===== src/hw/rtl/number_literal_to_binary_unit_macros.svh =====
// Assertion macros shared by the RTL.
`ifndef NUMBER_LITERAL_TO_BINARY_UNIT_MACROS_SVH
`define NUMBER_LITERAL_TO_BINARY_UNIT_MACROS_SVH

// Same-cycle implication, checked outside reset.
`define NLB_ASSERT_NOW(label, clk, rst, ante, cons) \
   label: assert property (@(posedge clk) disable iff (rst) (ante) |-> (cons)) \
      else $error("assertion failed");

// Next-cycle implication, checked outside reset.
`define NLB_ASSERT_NEXT(label, clk, rst, ante, cons) \
   label: assert property (@(posedge clk) disable iff (rst) (ante) |=> (cons)) \
      else $error("assertion failed");

`endif


===== src/hw/rtl/nlb_pkg.sv =====
package nlb_pkg;

   localparam int VALUE_BITS = 64;

   localparam logic [1:0] RADIX_BIN = 2'd0;
   localparam logic [1:0] RADIX_DEC = 2'd1;
   localparam logic [1:0] RADIX_HEX = 2'd2;

   localparam logic [1:0] PREFIX_LEN = 2'd2;

   localparam logic [7:0] CHAR_ZERO       = 8'h30;
   localparam logic [7:0] CHAR_ONE        = 8'h31;
   localparam logic [7:0] CHAR_NINE       = 8'h39;
   localparam logic [7:0] CHAR_UNDERSCORE = 8'h5F;
   localparam logic [7:0] CHAR_LOWER_A    = 8'h61;
   localparam logic [7:0] CHAR_LOWER_F    = 8'h66;
   localparam logic [7:0] CHAR_UPPER_A    = 8'h41;
   localparam logic [7:0] CHAR_UPPER_F    = 8'h46;
   localparam logic [3:0] HEX_TEN         = 4'hA;

   typedef struct packed {
      logic [7:0] ch;
      logic [1:0] radix_mode;
      logic       first;
      logic       last;
   } req_payload_type;

   typedef struct packed {
      logic [VALUE_BITS-1:0] value;
   } rsp_payload_type;

   function automatic logic is_dec_digit(input logic [7:0] c);
      return (c >= CHAR_ZERO) && (c <= CHAR_NINE);
   endfunction

   // Map a character to its hex digit value; non-digits give zero.
   function automatic logic [3:0] hex_digit(input logic [7:0] c);
      logic [7:0] d;
      d = 8'd0;
      if ((c >= CHAR_ZERO) && (c <= CHAR_NINE)) begin
         d = c - CHAR_ZERO;
      end else if ((c >= CHAR_LOWER_A) && (c <= CHAR_LOWER_F)) begin
         d = c - CHAR_LOWER_A + {4'd0, HEX_TEN};
      end else if ((c >= CHAR_UPPER_A) && (c <= CHAR_UPPER_F)) begin
         d = c - CHAR_UPPER_A + {4'd0, HEX_TEN};
      end
      return d[3:0];
   endfunction

endpackage


===== src/hw/rtl/nlb_stream_if.sv =====
interface nlb_stream_if #(
   parameter type payload_type = logic
) (
   input logic clock
);

   logic        valid;
   logic        ready;
   payload_type payload;

   modport source (
      input  clock,
      output valid,
      input  ready,
      output payload
   );

   modport sink (
      input  clock,
      input  valid,
      output ready,
      input  payload
   );

endinterface


===== src/hw/rtl/number_literal_to_binary_unit.sv =====
// Converts a numeric literal, fed one character per transaction with its radix
// (binary, decimal, hexadecimal) and first/last marks, into an unsigned value of
// VALUE_WIDTH bits that wraps on overflow and is zero-extended to 64 bits on rsp.
// Binary and hex tokens skip their first two characters as the prefix. A new
// character is taken every cycle unless the request side stalls: each one
// passes from the request register through one shift-or-multiply-by-ten add
// into the accumulator, and the last character of a token loads the result
// register as it leaves the request register. The request side stalls only
// when a last character meets a result that rsp has not yet taken.
`include "number_literal_to_binary_unit_macros.svh"

module number_literal_to_binary_unit
   import nlb_pkg::*;
#(
   parameter int VALUE_WIDTH = 64
) (
   input logic  clock,
   input logic  reset,
   nlb_stream_if.sink   req,
   nlb_stream_if.source rsp
);

   logic                   s1_valid_ff;
   logic                   s1_valid_in;
   req_payload_type        s1_ff;
   logic                   s1_advance;
   logic [VALUE_WIDTH-1:0] acc_ff;
   logic [VALUE_WIDTH-1:0] acc_in;
   logic [1:0]             prefix_ff;
   logic [1:0]             prefix_in;
   logic                   out_valid_ff;
   logic                   out_valid_in;
   rsp_payload_type        out_ff;

   logic [VALUE_WIDTH-1:0] base_acc;
   logic [1:0]             base_prefix;
   logic                   in_prefix;
   logic [VALUE_WIDTH-1:0] dec_digit;
   logic [VALUE_WIDTH-1:0] hex_value;

   assign s1_advance  = !s1_ff.last || !out_valid_ff || rsp.ready;
   assign req.ready   = !s1_valid_ff || s1_advance;
   assign s1_valid_in = req.valid || (s1_valid_ff && !s1_advance);

   always_comb begin
      base_acc    = s1_ff.first ? '0 : acc_ff;
      base_prefix = s1_ff.first ? 2'd0 : prefix_ff;
      in_prefix   = base_prefix < PREFIX_LEN;
      dec_digit   = VALUE_WIDTH'(s1_ff.ch - CHAR_ZERO);
      hex_value   = VALUE_WIDTH'(hex_digit(s1_ff.ch));
      acc_in      = base_acc;
      prefix_in   = base_prefix;
      case (s1_ff.radix_mode)
         RADIX_BIN: begin
            if (in_prefix) begin
               prefix_in = base_prefix + 2'd1;
            end else if (s1_ff.ch == CHAR_ONE) begin
               acc_in = {base_acc[VALUE_WIDTH-2:0], 1'b1};
            end else if (s1_ff.ch == CHAR_ZERO) begin
               acc_in = {base_acc[VALUE_WIDTH-2:0], 1'b0};
            end
         end
         RADIX_DEC: begin
            if (is_dec_digit(s1_ff.ch)) begin
               acc_in = (base_acc << 3) + (base_acc << 1) + dec_digit;
            end
         end
         RADIX_HEX: begin
            if (in_prefix) begin
               prefix_in = base_prefix + 2'd1;
            end else if (s1_ff.ch != CHAR_UNDERSCORE) begin
               acc_in = (base_acc << 4) + hex_value;
            end
         end
         default: begin
         end
      endcase
   end

   always_comb begin
      out_valid_in = out_valid_ff && !rsp.ready;
      if (s1_valid_ff && s1_advance && s1_ff.last) begin
         out_valid_in = 1'b1;
      end
   end

   always_ff @(posedge clock) begin
      if (reset) begin
         s1_valid_ff  <= 1'b0;
         out_valid_ff <= 1'b0;
         acc_ff       <= '0;
         prefix_ff    <= 2'd0;
      end else begin
         s1_valid_ff  <= s1_valid_in;
         out_valid_ff <= out_valid_in;
         if (s1_valid_ff && s1_advance) begin
            acc_ff    <= acc_in;
            prefix_ff <= prefix_in;
         end
      end
   end

   always_ff @(posedge clock) begin
      if (req.valid && req.ready) begin
         s1_ff <= req.payload;
      end
      if (s1_valid_ff && s1_advance && s1_ff.last) begin
         out_ff.value <= VALUE_BITS'(acc_in);
      end
   end

   assign rsp.valid   = out_valid_ff;
   assign rsp.payload = out_ff;

   `NLB_ASSERT_NOW(a_prefix_bound, clock, reset, 1'b1, prefix_ff <= PREFIX_LEN)
   `NLB_ASSERT_NEXT(a_last_loads_result, clock, reset,
      s1_valid_ff && s1_advance && s1_ff.last, out_valid_ff)
   `NLB_ASSERT_NEXT(a_stall_holds_item, clock, reset,
      s1_valid_ff && !s1_advance, s1_valid_ff && $stable(s1_ff) && $stable(acc_ff))
   `NLB_ASSERT_NEXT(a_no_spurious_result, clock, reset,
      !out_valid_ff && !(s1_valid_ff && s1_ff.last), !out_valid_ff)
   `NLB_ASSERT_NOW(a_upper_bits_zero, clock, reset, out_valid_ff,
      (out_ff.value >> VALUE_WIDTH) == '0)

endmodule

===== src/flat_wrapper.sv =====
// flat-port wrapper written by rule: the top's interface ports become plain ports
module number_literal_to_binary_unit_flat import nlb_pkg::*;
#(
   parameter int VALUE_WIDTH = 64
)
  (clock, reset, req_valid, req_ready, req_payload, rsp_valid, rsp_ready, rsp_payload);
  nlb_stream_if req_i (.clock(clock));
  nlb_stream_if rsp_i (.clock(clock));
  input logic clock;
  input logic reset;
  input wire logic [$bits(req_i.valid)-1:0] req_valid;
  output wire logic [$bits(req_i.ready)-1:0] req_ready;
  input wire logic [$bits(req_i.payload)-1:0] req_payload;
  output wire logic [$bits(rsp_i.valid)-1:0] rsp_valid;
  input wire logic [$bits(rsp_i.ready)-1:0] rsp_ready;
  output wire logic [$bits(rsp_i.payload)-1:0] rsp_payload;
  assign req_i.valid = req_valid;
  assign req_ready = req_i.ready;
  assign req_i.payload = req_payload;
  assign rsp_valid = rsp_i.valid;
  assign rsp_i.ready = rsp_ready;
  assign rsp_payload = rsp_i.payload;
  number_literal_to_binary_unit #(.VALUE_WIDTH(VALUE_WIDTH)) u_core (.clock(clock), .reset(reset), .req(req_i), .rsp(rsp_i));
endmodule

===== config.mk =====
export PLATFORM = sky130hd
export DESIGN_NAME = number_literal_to_binary_unit_flat
export DESIGN_NICKNAME = d
export VERILOG_FILES = /design/src/hw/rtl/nlb_pkg.sv /design/src/hw/rtl/nlb_stream_if.sv /design/src/hw/rtl/number_literal_to_binary_unit.sv /design/src/flat_wrapper.sv
export VERILOG_INCLUDE_DIRS = /design/src /design/src/hw/rtl
export SDC_FILE = /design/constraint.sdc
export NUM_CORES = 1
export LEC_CHECK = 0
export BUFFER_PORTS_ARGS = -buffer_cell sky130_fd_sc_hd__buf_2
export CAP_MARGIN = 20
export CELL_PAD_IN_SITES_DETAIL_PLACEMENT = 0
export CELL_PAD_IN_SITES_GLOBAL_PLACEMENT = 1
export CORE_AREA = 10 10 47 49
export CTS_CLUSTER_DIAMETER = 120
export DETAILED_ROUTE_END_ITERATION = 10
export DIE_AREA = 0 0 57 59
export PLACE_DENSITY_LB_ADDON = 0.2
export SLEW_MARGIN = 20
export SYNTH_ARGS = -nofsm -noshare
export SYNTH_HDL_FRONTEND = slang
export SYNTH_SLANG_ARGS = --single-unit

===== constraint.sdc =====
create_clock -name clock -period 0.85 [get_ports clock]
set_input_delay 0.17 -clock clock [delete_from_list [all_inputs] [get_ports clock]]
set_output_delay 0.17 -clock clock [all_outputs]
set_load 0.02 [all_outputs]

# Word-level counts from Yosys, hierarchy flattened
# Index checks and enable logic that the tools add are counted.
# op_classes
n_mux	1
reduce_logical	14
# op_table
cell	n
$logic_and A1 B1 Y1	5
$logic_not A1 Y1	5
$logic_or A1 B1 Y1	4
$mux W1	1
# totals
register_bits	3
inputBits	5
output_inout_bits	3
elab_cells	18

# Depth between registers and ports, before layout
# logic_depth
depth_word	6
depth_mapped	2
mapped_depth_nobuf	2

# Least setup slack after synthesis
# OpenSTA, ideal clock, no wires.
# synth_timing
path_type	reg-to-reg
start	reg u_core.out_valid_ff, in the netlist u_core.rsp.valid
end	reg u_core.s1_ff[0] (netlist bit), enable pin
setup_time_ps	239
t_arrival_ps	871
required_time_ps	611
slack_ps	-259
path_stages_with_launch	3
path_buffers	0
period_less_slack_ps	1109
cell_sequence	dfxtp_1 -> nand4b_4 -> and2_4
# synth_between
elab_chain_cells	5
# synth_lines
element	line_no	rtl
start: declaration	number_literal_to_binary_unit.sv:31	logic out_valid_ff;
start signal: assignment	number_literal_to_binary_unit.sv:95	out_valid_ff <= out_valid_in;
$logic_not A1 Y1	number_literal_to_binary_unit.sv:41	assign s1_advance = !s1_ff.last || !out_valid_ff || rsp.ready;
$logic_or A1 B1 Y1 (2 in series)	number_literal_to_binary_unit.sv:41	
$logic_or A1 B1 Y1	number_literal_to_binary_unit.sv:42	assign req.ready = !s1_valid_ff || s1_advance;
via req_ready	flat_wrapper.sv:12	output wire logic [$bits(req_i.ready)-1:0] req_ready;
$logic_and A1 B1 Y1	number_literal_to_binary_unit.sv:104	if (req.valid && req.ready) begin
end signal: assignment	number_literal_to_binary_unit.sv:105	s1_ff <= req.payload;
end: declaration	number_literal_to_binary_unit.sv:25	req_payload_type s1_ff;
# The timed path passes the listed nets, and every way through them passes these cells.
# A chain may end at the register's enable or synchronous reset.

# Final worst setup path
# layout_timing
start	reg u_core.s1_ff[0] (netlist bit)
end	out req_ready
# layout_between
elab_chain_cells	4
# layout_lines
element	line_no
$logic_not A1 Y1	number_literal_to_binary_unit.sv:41
$logic_or A1 B1 Y1 (2 in series)	number_literal_to_binary_unit.sv:41
$logic_or A1 B1 Y1	number_literal_to_binary_unit.sv:42
end: declaration	flat_wrapper.sv:12
# No other way between the ends.

==> impl_metrics.py <==
metrics = {
    "clock_network": {
        "clock_latency_ps": 230,
        "clock-sinks": 3,
        "cts-hold-fix-buffers": 0,
        "cts_buffers": 3,
        "cts_tree": "built",
        "clk_path_buf_depth": 2,
        "h-tree-depth": 1,
        "cts-root-buf": "clkbuf_4",
        "clk_pin_slew_ps": 40,
    },
    "power": {
        "powerDensity_nw_per_um2": 1776,
        "p_sw_frac": 0.2119,
        "power_frac_clock": 0.548,
        "p_leak_uw": 0.0001328,
        "cellInternalPower_uw": 353.8,
        "vdd_drop_max_mv": 0.5631,
        "seq_power_share": 0.362,
        "p_switching_uw": 95.15,
        "comb_power_share": 0.090,
    },
    "status": {
        "status": "complete, but fails checks",
        "failed_checks": "setup timing",
    },
    "yosys": {
        "yosys.cell_types.count": 11,
        "syn-num-nets": 17,
        "syn_area_sq_um": 141.4,
        "ys_warn_count": 0,
        "synth-seq-area-share": 0.4956,
        "avgSynthCellArea_sq_um": 11.78,
        "synth_cells": 12,
        "ys_seq_elements": 3,
    },
    "critical_path": {
        "cp.required_ps": 680,
        "worstSetupStartpointType": "flip-flop",
        "worst-setup-path-type": "reg -> out",
        "startpoint": "u_core.s1_ff[0]$_DFFE_PP_",
        "worstPathMaxFanout": 3,
        "r2r-start": "u_core.s1_ff[0]$_DFFE_PP_",
        "critPathMaxStageDelay_ps": 420,
        "crit_arrival_ps": 900,
        "critPathCaptureType": "output pin",
        "worstPathCellList": "nand4b_4, buf_6",
        "crit_slowest_cell": "edfxtp_1",
    },
    "route": {
        "wl_met3_um": 70,
        "drc": 0,
        "first_pass_iters": 2,
        "routed_wl_um": 337,
        "ant_nets": 0,
        "first_iter_violations": 2,
        "route.met2.wl_um": 112,
        "vias": 118,
        "highest_layer": "met3",
        "drt-met1-wl_um": 154,
        "viasPerCell": 2.950,
        "wire_per_inst_um": 8.425,
    },
    "die": {
        "start_util": 0.1009,
        "dieArea_sq_um": 3363,
        "dieWidth_um": 57,
        "coreArea_sq_um": 1401,
        "rows": 14,
        "chipHeight_um": 59,
        "io_pins": 8,
    },
    "global_route": {
        "grt_max_degree": 4,
        "grt_pass1_wl_um": 600,
        "grt_use_total": 0.02506,
        "antenna_found_initial": 0,
        "grt_pass1_vias": 148,
        "overflow": 0,
    },
    "finish": {
        "n_antenna_cell": 0,
        "drive_gt1_frac": 0.6667,
        "fin_area_sq_um": 252.7,
        "syn2layout_area_growth_pct": 78.76,
        "final_cell_mix": "buf_2 (4), clkbuf_4 (3), buf_6 (3)",
        "nNetsFinal": 30,
        "final_common_cell": "buf_2",
    },
    "placed_design": {
        "place_congestion": 0.5386,
        "dp_slack_ps": -110.9,
        "hpwl_um": 272.5,
        "placed_area_sq_um": 202.7,
        "placement.io_buffers": 6,
    },
    "timing": {
        "fin_setup_tns_ps": -566.7,
        "rsz0062_at_grt": "true",
        "setup_viol": 4,
        "slew_violations": 0,
        "whs_ps": 113.2,
        "period_share": 1.262,
        "fin_ws_ps": -222.4,
        "hold_viol": 0,
        "fmax_mhz": 932.5,
        "fin_crit_ps": 1072,
        "skew_ps": 1.067,
    },
    "worst_hold_path": {
        "hold_start": "reset",
        "hold_path_class": "in -> reg",
    },
    "run": {
        "max_cap_violations": 0,
    },
}
[per-stage QoR]
step,std cells,total power [uW],util
6_report,40,448.9,0.1804
3_3_place_gp,35,199.6,0.1446
3_5_place_dp,35,200.1,0.1446
5_1_grt,40,482.8,0.1804
2_1_floorplan,12,185.8,-
4_1_cts,40,462.7,0.1804
[critical path: cells and delay by family, from the launching register on]
kind | cells | cell delay [ps]
buf+inv | 1 | 130
flops | 1 | 420
simple gates | 1 | 130
[timing repair]
| action | CTS | global route |
|---|---|---|
| setup buffers | 1 | 0 |
| pin swaps | 1 | 0 |
| setup endpoints to repair | 3 | 4 |
| gates cloned | 0 | 0 |
| resized for setup | 5 | 0 |
[cells in the mapped netlist, drive strengths merged]
| cell | count | area, sq um |
|---|---|---|
| dfxtp | 2 | 40.04 |
| a21oi | 2 | 13.76 |
| inv | 1 | 3.750 |
| buf | 1 | 7.510 |
| nand2 | 1 | 3.750 |
| nand4b | 1 | 23.77 |
| and2 | 1 | 8.760 |
| conb | 1 | 3.750 |
| nand2b | 1 | 6.260 |
| edfxtp | 1 | 30.03 |
[registers in the layout, indices dropped and copies added, names as in the netlist]
signal              flops
u_core.rsp.valid        1
u_core.s1_valid_ff      1
u_core.s1_ff            1
[worst paths after layout]
| check | end | slack [ps] | cells past startpoint |
|---|---|---|---|
| max | req_ready | -220 | 2 |
| min | u_core.s1_valid_ff$_SDFF_PP0_ | 110 | 2 |
| max reg2reg | u_core.s1_ff[0]$_DFFE_PP_ | -120 | 2 |
| min reg2reg | u_core.rsp.valid$_SDFF_PP0_ | 480 | 2 |
[cells by family (layout without fill, tap and decap cells)]
group	Yosys count	count (layout)	synth area share
AOI/OAI and AO/OA	2	2	0.09732
buffers and inverters	2	14	0.07964
DFF	3	3	0.4956
other	1	1	0.02652
and+or+nand+nor	4	4	0.3009
[power by group through the flow]
| stage | logic [uW] | clock network (uW) | registers, uW |
|---|---|---|---|
| finish | 40.3 | 246 | 162 |
| detailed placement | 35.8 | 0 | 164 |
| floorplan | 19.6 | 0 | 166 |
| global route | 45.1 | 275 | 163 |
| CTS | 40.4 | 260 | 163 |
| global placement | 35.7 | 0 | 164 |
[layout make-up]
cell class,count,area (sq um)
clock buffers,4,26.28
fillers,161,1149
inverters,1,3.754
multi-input cells,7,60.06
flip-flops and latches,3,73.82
well taps,16,20.02
repair buffers,9,68.82
[per-layer routing]
layer	global-route usage	vias up
met5	0	-
met4	0.01007	0
met1	0.02613	48
met2	0.02481	10
met3	0.03648	0
li1	-	60
Note: power is estimated with default switching activity, not from simulation.
